`config.mk`:
```
export PLATFORM = sky130hd
export DESIGN_NAME = line_raster_with_reflection_top
export DESIGN_NICKNAME = d
export VERILOG_FILES = /design/src/rtl/core/lrr_pkg.sv /design/src/rtl/core/line_raster_with_reflection_top.sv /design/src/rtl/core/lrr_cfg.sv /design/src/rtl/core/lrr_ctrl.sv /design/src/rtl/core/lrr_dp.sv
export SDC_FILE = /design/constraint.sdc
export NUM_CORES = 1
export LEC_CHECK = 0
export BUFFER_PORTS_ARGS = -buffer_cell sky130_fd_sc_hd__buf_2
export CAP_MARGIN = 10
export CORE_MARGIN = 1.5
export CORE_UTILIZATION = 25
export CTS_BUF_LIST = sky130_fd_sc_hd__clkbuf_8 sky130_fd_sc_hd__clkbuf_16
export DETAILED_ROUTE_END_ITERATION = 8
export PLACE_DENSITY = 0.4
export SYNTH_ARGS = -nofsm -noshare
export SYNTH_HDL_FRONTEND = slang
export SYNTH_SLANG_ARGS = --single-unit
```
`constraint.sdc`:
```
create_clock -name clk -period 5.8 [get_ports clk]
set_input_delay 1.74 -clock clk [delete_from_list [all_inputs] [get_ports clk]]
set_output_delay 1.74 -clock clk [all_outputs]
set_load 0.02 [all_outputs]
```
`src/rtl/core/lrr_pkg.sv`:
```
// ----------------------------------------------------------------------------
// lrr_pkg
// Shared types and constants for the line raster block with reflection.
// ----------------------------------------------------------------------------
package lrr_pkg;

  localparam int COORD_BITS_DEF = 6;
  localparam int SCREEN_W       = 10;
  localparam int CFG_ADDR_W     = 4;
  localparam int CFG_DATA_W     = 32;
  localparam int REFL_W         = 3;
  localparam int OUT_W          = ((2 * SCREEN_W + 7) / 8) * 8;

  localparam logic [REFL_W-1:0]   REFLECT_RST  = 3'd0;
  localparam logic [SCREEN_W-1:0] ORIGIN_X_RST = 10'd512;
  localparam logic [SCREEN_W-1:0] ORIGIN_Y_RST = 10'd384;

  typedef enum logic [1:0] {
    ST_IDLE,
    ST_SETUP,
    ST_DRAW
  } state_t;

  typedef enum logic [REFL_W-1:0] {
    REFL_NONE  = 3'd0,
    REFL_XAXIS = 3'd1,
    REFL_YAXIS = 3'd2,
    REFL_DIAG  = 3'd3,
    REFL_ANTI  = 3'd4
  } refl_t;

  typedef enum logic [1:0] {
    SLOPE_GENTLE_UP   = 2'd0,
    SLOPE_GENTLE_DOWN = 2'd1,
    SLOPE_STEEP_UP    = 2'd2,
    SLOPE_STEEP_DOWN  = 2'd3
  } slope_t;

  typedef enum logic [1:0] {
    REG_REFLECT  = 2'd0,
    REG_ORIGIN_X = 2'd1,
    REG_ORIGIN_Y = 2'd2
  } reg_idx_t;

  typedef struct packed {
    logic [REFL_W-1:0]   reflect_mode;
    logic [SCREEN_W-1:0] origin_x;
    logic [SCREEN_W-1:0] origin_y;
  } cfg_t;

  typedef struct packed {
    logic load;
    logic setup;
    logic emit;
  } cmd_t;

  typedef struct packed {
    logic out_free;
    logic last;
  } sts_t;

endpackage

```
`src/rtl/core/line_raster_with_reflection_top.sv`:
```
// ----------------------------------------------------------------------------
// line_raster_with_reflection_top
// Line segment rasterizer with selectable reflection, midpoint stepping.
//
//   channel  dir  handshake               payload
//   in_*     in   in_tvalid/in_tready     start_x, start_y, end_x, end_y
//   out_*    out  out_tvalid/out_tready   pixel_x, pixel_y; tlast = last_pixel
//   cfg_*    in   apb psel/penable        reflect_mode @0, origin_x @4, origin_y @8
//
// A segment is taken, its slope is set up, and then the stepping loop emits
// one pixel per cycle while the output is free.
// The next segment is taken the cycle after its last pixel is emitted.
// A stalled output holds the stepper; reset is synchronous and leaves the
// block idle with the registers at their defaults.
// ----------------------------------------------------------------------------
module line_raster_with_reflection_top #(
  parameter int COORD_BITS = lrr_pkg::COORD_BITS_DEF
) (
  input  logic                           clk,
  input  logic                           rst_n,
  // start_x, start_y, end_x, end_y, zero fill
  input  logic [((4*COORD_BITS+7)/8)*8-1:0] in_tdata,
  input  logic                           in_tvalid,
  output logic                           in_tready,
  // pixel_x, pixel_y, zero fill
  output logic [lrr_pkg::OUT_W-1:0]      out_tdata,
  output logic                           out_tlast,
  output logic                           out_tvalid,
  input  logic                           out_tready,
  input  logic                           cfg_psel,
  input  logic                           cfg_penable,
  input  logic                           cfg_pwrite,
  input  logic [lrr_pkg::CFG_ADDR_W-1:0] cfg_paddr,
  input  logic [lrr_pkg::CFG_DATA_W-1:0] cfg_pwdata,
  output logic [lrr_pkg::CFG_DATA_W-1:0] cfg_prdata,
  output logic                           cfg_pready
);
  import lrr_pkg::*;

  cfg_t                cfg;
  cmd_t                cmd;
  sts_t                sts;
  logic [SCREEN_W-1:0] pixel_x, pixel_y;

  lrr_cfg u_cfg (
    .clk         (clk),
    .rst_n       (rst_n),
    .cfg_psel    (cfg_psel),
    .cfg_penable (cfg_penable),
    .cfg_pwrite  (cfg_pwrite),
    .cfg_paddr   (cfg_paddr),
    .cfg_pwdata  (cfg_pwdata),
    .cfg_prdata  (cfg_prdata),
    .cfg_pready  (cfg_pready),
    .cfg         (cfg)
  );

  lrr_ctrl u_ctrl (
    .clk       (clk),
    .rst_n     (rst_n),
    .in_tvalid (in_tvalid),
    .in_tready (in_tready),
    .sts       (sts),
    .cmd       (cmd)
  );

  lrr_dp #(
    .COORD_BITS (COORD_BITS)
  ) u_dp (
    .clk        (clk),
    .rst_n      (rst_n),
    .cfg        (cfg),
    .cmd        (cmd),
    .sts        (sts),
    .start_x    (in_tdata[COORD_BITS-1:0]),
    .start_y    (in_tdata[2*COORD_BITS-1:COORD_BITS]),
    .end_x      (in_tdata[3*COORD_BITS-1:2*COORD_BITS]),
    .end_y      (in_tdata[4*COORD_BITS-1:3*COORD_BITS]),
    .out_tvalid (out_tvalid),
    .out_tready (out_tready),
    .pixel_x    (pixel_x),
    .pixel_y    (pixel_y),
    .last_pixel (out_tlast)
  );

  assign out_tdata = {(OUT_W - 2 * SCREEN_W)'(0), pixel_y, pixel_x};

endmodule

```
`src/rtl/core/lrr_cfg.sv`:
```
// ----------------------------------------------------------------------------
// lrr_cfg
// Configuration registers behind the bus port: reflection mode and origin.
// ----------------------------------------------------------------------------
module lrr_cfg (
  input  logic                           clk,
  input  logic                           rst_n,
  input  logic                           cfg_psel,
  input  logic                           cfg_penable,
  input  logic                           cfg_pwrite,
  input  logic [lrr_pkg::CFG_ADDR_W-1:0] cfg_paddr,
  input  logic [lrr_pkg::CFG_DATA_W-1:0] cfg_pwdata,
  output logic [lrr_pkg::CFG_DATA_W-1:0] cfg_prdata,
  output logic                           cfg_pready,
  output lrr_pkg::cfg_t                  cfg
);
  import lrr_pkg::*;

  logic [REFL_W-1:0]   reflect_r, reflect_nxt;
  logic [SCREEN_W-1:0] origin_x_r, origin_x_nxt;
  logic [SCREEN_W-1:0] origin_y_r, origin_y_nxt;
  logic                wr;
  reg_idx_t            idx;

  assign cfg_pready = 1'b1;
  assign wr  = cfg_psel & cfg_penable & cfg_pwrite & cfg_pready;
  assign idx = reg_idx_t'(cfg_paddr[3:2]);

  always_comb begin
    reflect_nxt  = reflect_r;
    origin_x_nxt = origin_x_r;
    origin_y_nxt = origin_y_r;
    if (wr) begin
      unique case (idx)
        REG_REFLECT:  reflect_nxt  = cfg_pwdata[REFL_W-1:0];
        REG_ORIGIN_X: origin_x_nxt = cfg_pwdata[SCREEN_W-1:0];
        REG_ORIGIN_Y: origin_y_nxt = cfg_pwdata[SCREEN_W-1:0];
        default: ;
      endcase
    end
  end

  always_ff @(posedge clk) begin
    if (!rst_n) begin
      reflect_r  <= REFLECT_RST;
      origin_x_r <= ORIGIN_X_RST;
      origin_y_r <= ORIGIN_Y_RST;
    end else begin
      reflect_r  <= reflect_nxt;
      origin_x_r <= origin_x_nxt;
      origin_y_r <= origin_y_nxt;
    end
  end

  always_comb begin
    unique case (idx)
      REG_REFLECT:  cfg_prdata = CFG_DATA_W'(reflect_r);
      REG_ORIGIN_X: cfg_prdata = CFG_DATA_W'(origin_x_r);
      REG_ORIGIN_Y: cfg_prdata = CFG_DATA_W'(origin_y_r);
      default:      cfg_prdata = '0;
    endcase
  end

  assign cfg.reflect_mode = reflect_r;
  assign cfg.origin_x     = origin_x_r;
  assign cfg.origin_y     = origin_y_r;

endmodule

```
`src/rtl/core/lrr_ctrl.sv`:
```
// ----------------------------------------------------------------------------
// lrr_ctrl
// Sequencer: take a segment, set up the slope, then one pixel per free slot.
// ----------------------------------------------------------------------------
module lrr_ctrl (
  input  logic          clk,
  input  logic          rst_n,
  input  logic          in_tvalid,
  output logic          in_tready,
  input  lrr_pkg::sts_t sts,
  output lrr_pkg::cmd_t cmd
);
  import lrr_pkg::*;

  state_t state_r, state_nxt;

  always_comb begin
    state_nxt = state_r;
    unique case (state_r)
      ST_IDLE:  if (in_tvalid) state_nxt = ST_SETUP;
      ST_SETUP: state_nxt = ST_DRAW;
      ST_DRAW:  if (sts.out_free && sts.last) state_nxt = ST_IDLE;
      default:  state_nxt = ST_IDLE;
    endcase
  end

  always_comb begin
    in_tready = 1'b0;
    cmd       = '0;
    unique case (state_r)
      ST_IDLE: begin
        in_tready = 1'b1;
        cmd.load  = in_tvalid;
      end
      ST_SETUP: cmd.setup = 1'b1;
      ST_DRAW:  cmd.emit  = sts.out_free;
      default: ;
    endcase
  end

  always_ff @(posedge clk) begin
    if (!rst_n) begin
      state_r <= ST_IDLE;
    end else begin
      state_r <= state_nxt;
    end
  end

endmodule

```
`src/rtl/core/lrr_dp.sv`:
```
// ----------------------------------------------------------------------------
// lrr_dp
// Datapath: reflection and endpoint ordering, slope setup, midpoint stepping
// and the output word register.
// ----------------------------------------------------------------------------
module lrr_dp #(
  parameter int COORD_BITS = lrr_pkg::COORD_BITS_DEF
) (
  input  logic                         clk,
  input  logic                         rst_n,
  input  lrr_pkg::cfg_t                cfg,
  input  lrr_pkg::cmd_t                cmd,
  output lrr_pkg::sts_t                sts,
  input  logic [COORD_BITS-1:0]        start_x,
  input  logic [COORD_BITS-1:0]        start_y,
  input  logic [COORD_BITS-1:0]        end_x,
  input  logic [COORD_BITS-1:0]        end_y,
  output logic                         out_tvalid,
  input  logic                         out_tready,
  output logic [lrr_pkg::SCREEN_W-1:0] pixel_x,
  output logic [lrr_pkg::SCREEN_W-1:0] pixel_y,
  output logic                         last_pixel
);
  import lrr_pkg::*;

  localparam int LW = COORD_BITS + 1;
  localparam int DW = COORD_BITS + 4;

  // endpoints after reflection and ordering
  logic signed [LW-1:0] p1x_r, p1y_r, p2x_r, p2y_r;
  logic signed [LW-1:0] cur_x_r, cur_y_r, cur_x_nxt, cur_y_nxt;
  logic signed [DW-1:0] dec_r, dec_nxt;
  logic signed [DW-1:0] dx2_r, dy2_r;
  logic [COORD_BITS-1:0] steps_r, steps_nxt;
  slope_t                slope_r, slope_nxt;

  logic signed [LW-1:0] sx, sy, ex, ey;
  logic signed [LW-1:0] ax, ay, bx, by;
  logic signed [DW-1:0] dx, dy, dec_init;
  logic [COORD_BITS-1:0] steps_init;

  logic                  out_valid_r;
  logic [SCREEN_W-1:0]   pix_x_r, pix_y_r;
  logic                  last_r;

  assign sx = LW'(signed'(start_x));
  assign sy = LW'(signed'(start_y));
  assign ex = LW'(signed'(end_x));
  assign ey = LW'(signed'(end_y));

  always_comb begin
    logic signed [LW-1:0] tx, ty;
    tx = '0;
    ty = '0;
    ax = sx;
    ay = sy;
    bx = ex;
    by = ey;
    unique case (refl_t'(cfg.reflect_mode))
      REFL_XAXIS: begin
        ay = -sy;
        by = -ey;
      end
      REFL_YAXIS: begin
        ax = -sx;
        bx = -ex;
      end
      REFL_DIAG: begin
        ax = sy;
        ay = sx;
        bx = ey;
        by = ex;
      end
      REFL_ANTI: begin
        ax = -sy;
        ay = -sx;
        bx = -ey;
        by = -ex;
      end
      default: ;
    endcase
    // order by x, so a vertical segment runs from end to start
    if (ax >= bx) begin
      tx = ax;
      ty = ay;
      ax = bx;
      ay = by;
      bx = tx;
      by = ty;
    end
  end

  assign dx = DW'(p2x_r) - DW'(p1x_r);
  assign dy = DW'(p2y_r) - DW'(p1y_r);

  always_comb begin
    priority if (dx == 0 && dy == 0) begin
      slope_nxt  = SLOPE_GENTLE_UP;
      steps_init = '0;
      dec_init   = '0;
    end else if (dy > 0 && dy <= dx) begin
      slope_nxt  = SLOPE_GENTLE_UP;
      steps_init = COORD_BITS'(dx);
      dec_init   = dx - dy - dy;
    end else if (dy <= 0 && -dy <= dx) begin
      slope_nxt  = SLOPE_GENTLE_DOWN;
      steps_init = COORD_BITS'(dx);
      dec_init   = -dx - dy - dy;
    end else if (dy > dx) begin
      slope_nxt  = SLOPE_STEEP_UP;
      steps_init = COORD_BITS'(dy);
      dec_init   = dx + dx - dy;
    end else begin
      slope_nxt  = SLOPE_STEEP_DOWN;
      steps_init = COORD_BITS'(-dy);
      dec_init   = -dx - dx - dy;
    end
  end

  // one midpoint step
  always_comb begin
    logic neg;
    neg       = dec_r[DW-1];
    cur_x_nxt = cur_x_r;
    cur_y_nxt = cur_y_r;
    dec_nxt   = dec_r;
    unique case (slope_r)
      SLOPE_GENTLE_UP: begin
        cur_x_nxt = cur_x_r + LW'(1);
        if (neg) begin
          cur_y_nxt = cur_y_r + LW'(1);
          dec_nxt   = dec_r + dx2_r - dy2_r;
        end else begin
          dec_nxt   = dec_r - dy2_r;
        end
      end
      SLOPE_GENTLE_DOWN: begin
        cur_x_nxt = cur_x_r + LW'(1);
        if (neg) begin
          dec_nxt   = dec_r - dy2_r;
        end else begin
          cur_y_nxt = cur_y_r - LW'(1);
          dec_nxt   = dec_r - dx2_r - dy2_r;
        end
      end
      SLOPE_STEEP_UP: begin
        cur_y_nxt = cur_y_r + LW'(1);
        if (neg) begin
          dec_nxt   = dec_r + dx2_r;
        end else begin
          cur_x_nxt = cur_x_r + LW'(1);
          dec_nxt   = dec_r + dx2_r - dy2_r;
        end
      end
      default: begin
        cur_y_nxt = cur_y_r - LW'(1);
        if (neg) begin
          cur_x_nxt = cur_x_r + LW'(1);
          dec_nxt   = dec_r - dx2_r - dy2_r;
        end else begin
          dec_nxt   = dec_r - dx2_r;
        end
      end
    endcase
    steps_nxt = steps_r - COORD_BITS'(1);
  end

  always_ff @(posedge clk) begin
    if (cmd.load) begin
      p1x_r <= ax;
      p1y_r <= ay;
      p2x_r <= bx;
      p2y_r <= by;
    end
    if (cmd.setup) begin
      cur_x_r <= p1x_r;
      cur_y_r <= p1y_r;
      dec_r   <= dec_init;
      dx2_r   <= dx + dx;
      dy2_r   <= dy + dy;
      steps_r <= steps_init;
      slope_r <= slope_nxt;
    end else if (cmd.emit && steps_r != '0) begin
      cur_x_r <= cur_x_nxt;
      cur_y_r <= cur_y_nxt;
      dec_r   <= dec_nxt;
      steps_r <= steps_nxt;
    end
    if (cmd.emit) begin
      pix_x_r <= cfg.origin_x + SCREEN_W'(cur_x_r);
      pix_y_r <= cfg.origin_y - SCREEN_W'(cur_y_r);
      last_r  <= (steps_r == '0);
    end
  end

  always_ff @(posedge clk) begin
    if (!rst_n) begin
      out_valid_r <= 1'b0;
    end else if (cmd.emit) begin
      out_valid_r <= 1'b1;
    end else if (out_tready) begin
      out_valid_r <= 1'b0;
    end
  end

  assign sts.out_free = !out_valid_r || out_tready;
  assign sts.last     = (steps_r == '0);

  assign out_tvalid = out_valid_r;
  assign pixel_x    = pix_x_r;
  assign pixel_y    = pix_y_r;
  assign last_pixel = last_r;

`ifndef SYNTH
  a_step_count: assert property (@(posedge clk) disable iff (!rst_n)
    cmd.emit && !sts.last |=> steps_r == $past(steps_r) - COORD_BITS'(1))
    else $error("step count did not advance by one");

  a_ends_on_endpoint: assert property (@(posedge clk) disable iff (!rst_n)
    cmd.emit && sts.last |-> cur_x_r == p2x_r && cur_y_r == p2y_r)
    else $error("walk did not finish on the far endpoint");

  a_emit_fills: assert property (@(posedge clk) disable iff (!rst_n)
    cmd.emit |=> out_valid_r)
    else $error("pixel word lost after emit");

  a_no_overwrite: assert property (@(posedge clk) disable iff (!rst_n)
    cmd.emit |-> !out_valid_r || out_tready)
    else $error("emit over a word still waiting");
`endif

endmodule

```
# Yosys cells after proc, flatten, opt, wreduce, memory -nomap -nowiden
# Index checks and enable logic that the tools add are counted.
# W data, S select, Z words.
[totals]
out_inout_bits = 60
inputBits = 67
elab_cells = 144
register_bits = 127
[op_classes]
magnitude_cmp = 6
addsub = 28
mux = 47
n_eq_ne = 15
n_reduce_logical = 26
n_bitwise = 2
[ops]
columns = ["operator", "n"]
rows = [
  ["$pmux W7 S3", 5],
  ["$mux W10", 10],
  ["$mux W7", 12],
  ["$logic_not A32 Y1", 2],
  ["$pmux W10 S3", 2],
  ["$sub A10 B10 Y10", 5],
  ["$sub A10 B8 Y10", 5],
  ["$mux W6", 6],
  ["$neg A6 Y7", 4],
  ["$add A10 B10 Y10", 2],
  ["$neg A8 Y10", 2],
  ["$add A8 B8 Y9", 2],
  ["$sub A7 B7 Y8", 2],
  ["$add A7 B2 Y7 const B", 2],
  ["$pmux W7 S2", 1],
  ["$le A10 B8 Y1", 1],
  ["$sub A9 B8 Y10", 1],
  ["$sub A8 B8 Y9", 1],
  ["$gt A8 B1 Y1 const B", 1],
  ["$gt A8 B8 Y1", 1],
  ["$le A8 B1 Y1 const B", 1],
  ["$le A8 B8 Y1", 1],
  ["$mux W1", 8],
  ["$reduce_and A2 Y1", 4],
  ["other kinds (26)", 43],
]

# Longest topological paths before layout
[logic_depth]
ltp_word = 9
mapped_depth = 21
ltp_nobuf = 21

# By module
# From an unflattened synthesis, not the netlist that was laid out.
[unflattened]
hier_cells = 1531
area_unflattened_um2 = 13082.5
[modules_own_cells]
columns = ["mod", "area_per_inst_um2", "seq_area_each_um2", "instances", "cells_per_inst"]
rows = [
  ["lrr_dp", 11715.0, 2902.8, 1, 1376],
  ["lrr_cfg", 1241.2, 460.4, 1, 139],
  ["lrr_ctrl", 92.6, 40.0, 1, 11],
  ["line_raster_with_reflection_top", 33.8, 0.0, 1, 5],
]

# Least setup slack after synthesis
# Ideal clock, no wire load.
[synth_timing]
path_type = "input to register"
startpoint = "input port in_tdata[0]"
endpoint = "register u_dp.p1y_r[1], data pin"
path_slack_ns = 1.066
arrival_ns = 4.474
setup_ns = 0.260
required_ns = 5.540
cell_stages = 15
n_path_buf = 1
cell_sequence = "inv_1 ha_1 a221oi_1 nor2_1 a21oi_1 inv_1 ha_1 a21o_1 a21o_1 a21oi_1 nor2b_1 o21ai_0 a31oi_1 clkbuf_1 mux2_2"
[synth_between]
elab_chain_cells = 4
word_cells_on_any_way = 5
cone_classes = "add/sub: 1; order compare: 1; mux: 3"
[synth_rtl]
columns = ["item", "line_no", "text"]
rows = [
  ["start: declaration", "line_raster_with_reflection_top.sv:22", "input logic [((4*COORD_BITS+7)/8)*8-1:0] in_tdata,"],
  ["$neg A6 Y7", "lrr_dp.sv:65, lrr_dp.sv:76", ""],
  ["$pmux W7 S3", "lrr_dp.sv:59", "unique case (refl_t'(cfg.reflect_mode))"],
  ["$ge A7 B7 Y1", "lrr_dp.sv:83", "if (ax >= bx) begin"],
  ["$mux W7 *", "lrr_dp.sv:83", ""],
  ["net u_dp.ay[1]", "lrr_dp.sv:38", "logic signed [LW-1:0] ax, ay, bx, by;"],
  ["end signal: assignment", "lrr_dp.sv:171", "p1y_r <= ay;"],
  ["end: declaration", "lrr_dp.sv:30", "logic signed [LW-1:0] p1x_r, p1y_r, p2x_r, p2y_r;"],
]
# Mark *: on every way through the listed nets, which the timed path passes. The rest lies on a longest branch.
# A chain may end at the register's enable or synchronous reset.

# Final worst setup path
[layout_timing]
startpoint = "input port in_tdata[6]"
endpoint = "register u_dp.p1y_r[0], data pin"
[layout_between]
elab_chain_cells = 4
word_cells_on_any_way = 5
cone_classes = "add/sub: 1; order compare: 1; mux: 3"
[layout_rtl]
columns = ["item", "line_no"]
rows = [
  ["$neg A6 Y7", "lrr_dp.sv:61, lrr_dp.sv:75"],
  ["$pmux W7 S3", "lrr_dp.sv:59"],
  ["$ge A7 B7 Y1", "lrr_dp.sv:83"],
  ["$mux W7 *", "lrr_dp.sv:83"],
  ["net u_dp.ay[0]", "lrr_dp.sv:38"],
]
# Marked as above.

==> impl_metrics.tcl <==
set metrics [dict create \
    finalHoldViolCount 0 \
    cts-root-to-sink-buffers 2 \
    regToRegSetupSlack_ps 810 \
    p_r_area_growth_vs_syn_pct 13.6 \
    first_global_vias 11000 \
    boundary_pin_count 127 \
    drt-vias-per-instance 4.82 \
    synth_area_per_cell_um2 8.41 \
    syn_area_um2 12700 \
    leakagePower_nw 6.06 \
    max_cap_viol_count 0 \
    synth_seq_area_share_pct 26.7 \
    die_x_um 229 \
    floorplan.initialDensity_pct 25.3 \
    fp-row-count 82 \
    remaining_drc_errors 0 \
    detailed_place_hpwl_um 30800 \
    fraction_of_post_synthesis_cell_area_in_the_top_cell_type_by_area_pct 22.6 \
    floorplan.die_area_um2 52300 \
    critPathRequiredTime_ps 5940 \
    netlist-cell-type-count 80 \
    status "completed" \
    critical_path_class "input pin to flip-flop" \
    numPortBuffers 75 \
    netlist.top_cell.by_area "sky130_fd_sc_hd__edfxtp_1" \
    numCtsBuffers 17 \
    tritoncts "done" \
    post_dr_wirelength_cell_um 16.9 \
    ys_seq_elements 122 \
    pin_count_of_the_biggest_net_entering_global_routing 34 \
    antennaDiodeCount 0 \
    drt_pre_antenna_iters 6 \
    critPathArrivalTime_ps 5190 \
    yosys_warnings 0 \
    cts_max_level 4 \
    vdd_ir_drop_max_v 0.000223 \
    detailedRoute.firstIterationViolations 586 \
    finalSetupViolCount 0 \
    synth_top_cells_by_area "sky130_fd_sc_hd__edfxtp_1 (23%), sky130_fd_sc_hd__ha_1 (15%), sky130_fd_sc_hd__xnor2_1 (6.8%), sky130_fd_sc_hd__a21oi_1 (4.4%), sky130_fd_sc_hd__dfxtp_1 (4.1%)" \
    gr-total-overflow 0 \
    setup_total_negative_slack_ps 0 \
    worstSetupEndpointType "flip-flop" \
    yosys_most_used_dff "sky130_fd_sc_hd__edfxtp_1" \
    worstSkewPairLatency_ps 420 \
    async_flop_share_pct 0 \
    hp-class "flip-flop to flip-flop" \
    nNetsFinal 1813 \
    cts_num_sinks 122 \
    totalWireLength_um 38400 \
    min_period_ps 5060 \
    period_share_pct 87.2 \
    synth_edf_count 96 \
    power_density_nw_per_um2 482 \
    post_cts_resized 0 \
    finalClockSkew_ps 12.7 \
    clkTransAtPathRegs_ps 60 \
    grt_first_pass_wirelength_um 61000 \
    crit_path_max_fanout 33 \
    grt_setup_unrepaired "no" \
    grt_util_overall_pct 14.7 \
    synth_common_cells "sky130_fd_sc_hd__ha_1 (148), sky130_fd_sc_hd__nand2_1 (131), sky130_fd_sc_hd__nor2_1 (128)" \
    final_core_util_pct 28.8 \
    antenna_violating_nets_post_route 0 \
    postSynthCellCount 1515 \
    routed-via-count 11000 \
    gp_routability_congestion 0.838 \
    cts-root-buf "sky130_fd_sc_hd__clkbuf_16" \
    yosys.cell_count.top_type "sky130_fd_sc_hd__ha_1" \
    postCtsSetupRepairBufs 0 \
    crit_path_start_kind "input pin" \
    final-max-slew-violation-count 0 \
    worstMarginPinSlew_ps 1000 \
    dieHeight_um 229 \
    clock.fmax_mhz 198 \
    ctsHoldBuffers 0 \
    fraction_of_layout_instances_using_a_drive_strength_above_1_pct 10.4 \
    initial_antenna_violation_count 0 \
    core_um2 50300 \
    relSlewSlack_pct 33.3 \
]
stage by stage:
| step | instances | hold slack, ps | worst slack, ps | area (µm²) | total power [mW] |
|---|---|---|---|---|---|
| floorplan | 1540 | 457 | 1070 | 12800 | 4.80 |
| global placement | 2242 | 477 | 359 | 13900 | 5.97 |
| detailed placement | 2242 | 479 | 333 | 13900 | 5.99 |
| CTS | 2274 | 488 | 769 | 14500 | 7.03 |
| global route | 2275 | 507 | 362 | 14500 | 7.65 |
| finish | 2275 | 488 | 745 | 14500 | 6.99 |
sequential cells by signal, summed over array words and instances (netlist names), 7 cells and up:
| register | count |
|---|---|
| u_dp.cur_y_r | 7 |
| u_dp.dx2_r | 8 |
| u_dp.dec_r | 9 |
| u_dp.pixel_x | 10 |
| u_dp.p1y_r | 7 |
| u_dp.p2x_r | 7 |
| u_cfg.origin_x_r | 10 |
| u_dp.p2y_r | 7 |
| u_dp.dy2_r | 8 |
| u_dp.p1x_r | 7 |
| u_dp.cur_x_r | 7 |
| u_dp.pixel_y | 10 |
| u_cfg.origin_y_r | 10 |
final timing paths:
kind | startpoint | to | cells past startpoint
max | in_tdata[6] | u_dp.p1y_r[0] | 17
min | u_cfg.origin_y_r[4] | u_cfg.origin_y_r[4] | 2
max reg2reg | u_dp.p2y_r[0] | u_dp.dec_r[7] | 21
min reg2reg | u_cfg.origin_y_r[4] | u_cfg.origin_y_r[4] | 2
routing by layer:
metal / global-route usage, % / up-vias / share of wire, % / wire [µm]
li1: - / 5544 / - / -
met1: 20.3 / 5226 / 50 / 19300
met2: 24.3 / 170 / 46 / 17500
met3: 1.68 / 31 / 2.6 / 993
met4: 3.68 / 0 / 1.5 / 580
met5: 0 / - / 0 / 0
cell usage in the layout, fill, tap and decap left out, drive strengths merged, types with 16 or more instances in the layout:
cell type  synthesis  layout
a21oi            113     113
clkbuf            50      19
dfxtp             26      26
inv              108     112
edfxtp            96      96
nor3              36      36
nor2             128     128
o21a              17      17
mux2i             30      30
conb               2      27
nor2b             29      29
o21ai             97      97
xor2              38      38
a22o              17      17
buf               32     112
nand2b            26      26
xnor2            100     100
a21boi            26      26
ha               148     148
a31oi             20      20
nand2            131     131
o211ai            16      16
a21o              28      28
nand3             22      22
power by group:
part | leakage [nW] | internal, mW | switching, mW
logic | 4.68 | 2.04 | 2.76
clock network | 0.272 | 0.593 | 0.410
registers | 1.11 | 1.12 | 0.0700
total | 6.06 | 3.75 | 3.24
logic make-up (layout without fill, tap and decap cells):
kind of cell    count (synthesis)  count (layout)  synth area share (%)
simple gates                  423             423                  15.5
buf+inv                       197             260                  6.78
other cells                     2              27                0.0589
flops                         122             122                  26.7
xor+xnor                      138             138                  9.54
compound gates                432             432                  21.9
mux                            40              40                  3.36
fa+ha+maj                     161             161                  16.2
worst max-delay path, stage by stage:
cell and delay (ps):
sky130_fd_sc_hd__buf_2 150, sky130_fd_sc_hd__inv_1 110, sky130_fd_sc_hd__ha_1 320, sky130_fd_sc_hd__a221oi_1 300, sky130_fd_sc_hd__nor2_1 70, sky130_fd_sc_hd__a21oi_1 310, sky130_fd_sc_hd__inv_1 110, sky130_fd_sc_hd__ha_1 290
sky130_fd_sc_hd__a21o_1 110, sky130_fd_sc_hd__a21o_1 110, sky130_fd_sc_hd__a21oi_1 60, sky130_fd_sc_hd__nor2b_1 100, sky130_fd_sc_hd__o21ai_0 140, sky130_fd_sc_hd__a31oi_4 840, sky130_fd_sc_hd__nor2_1 100, sky130_fd_sc_hd__a211oi_1 260
sky130_fd_sc_hd__a21oi_1 70
layout make-up:
class	instances	area, µm²
Timing Repair Buffer	113	658
Inverter	115	444
Multi-Input combinational cell	1221	8590
Sequential cell	122	3400
Tap cell	672	841
Fill cell	5452	35800
Clock buffer	18	439
Clock inverter	14	109
(Power assumes the default switching activity.)
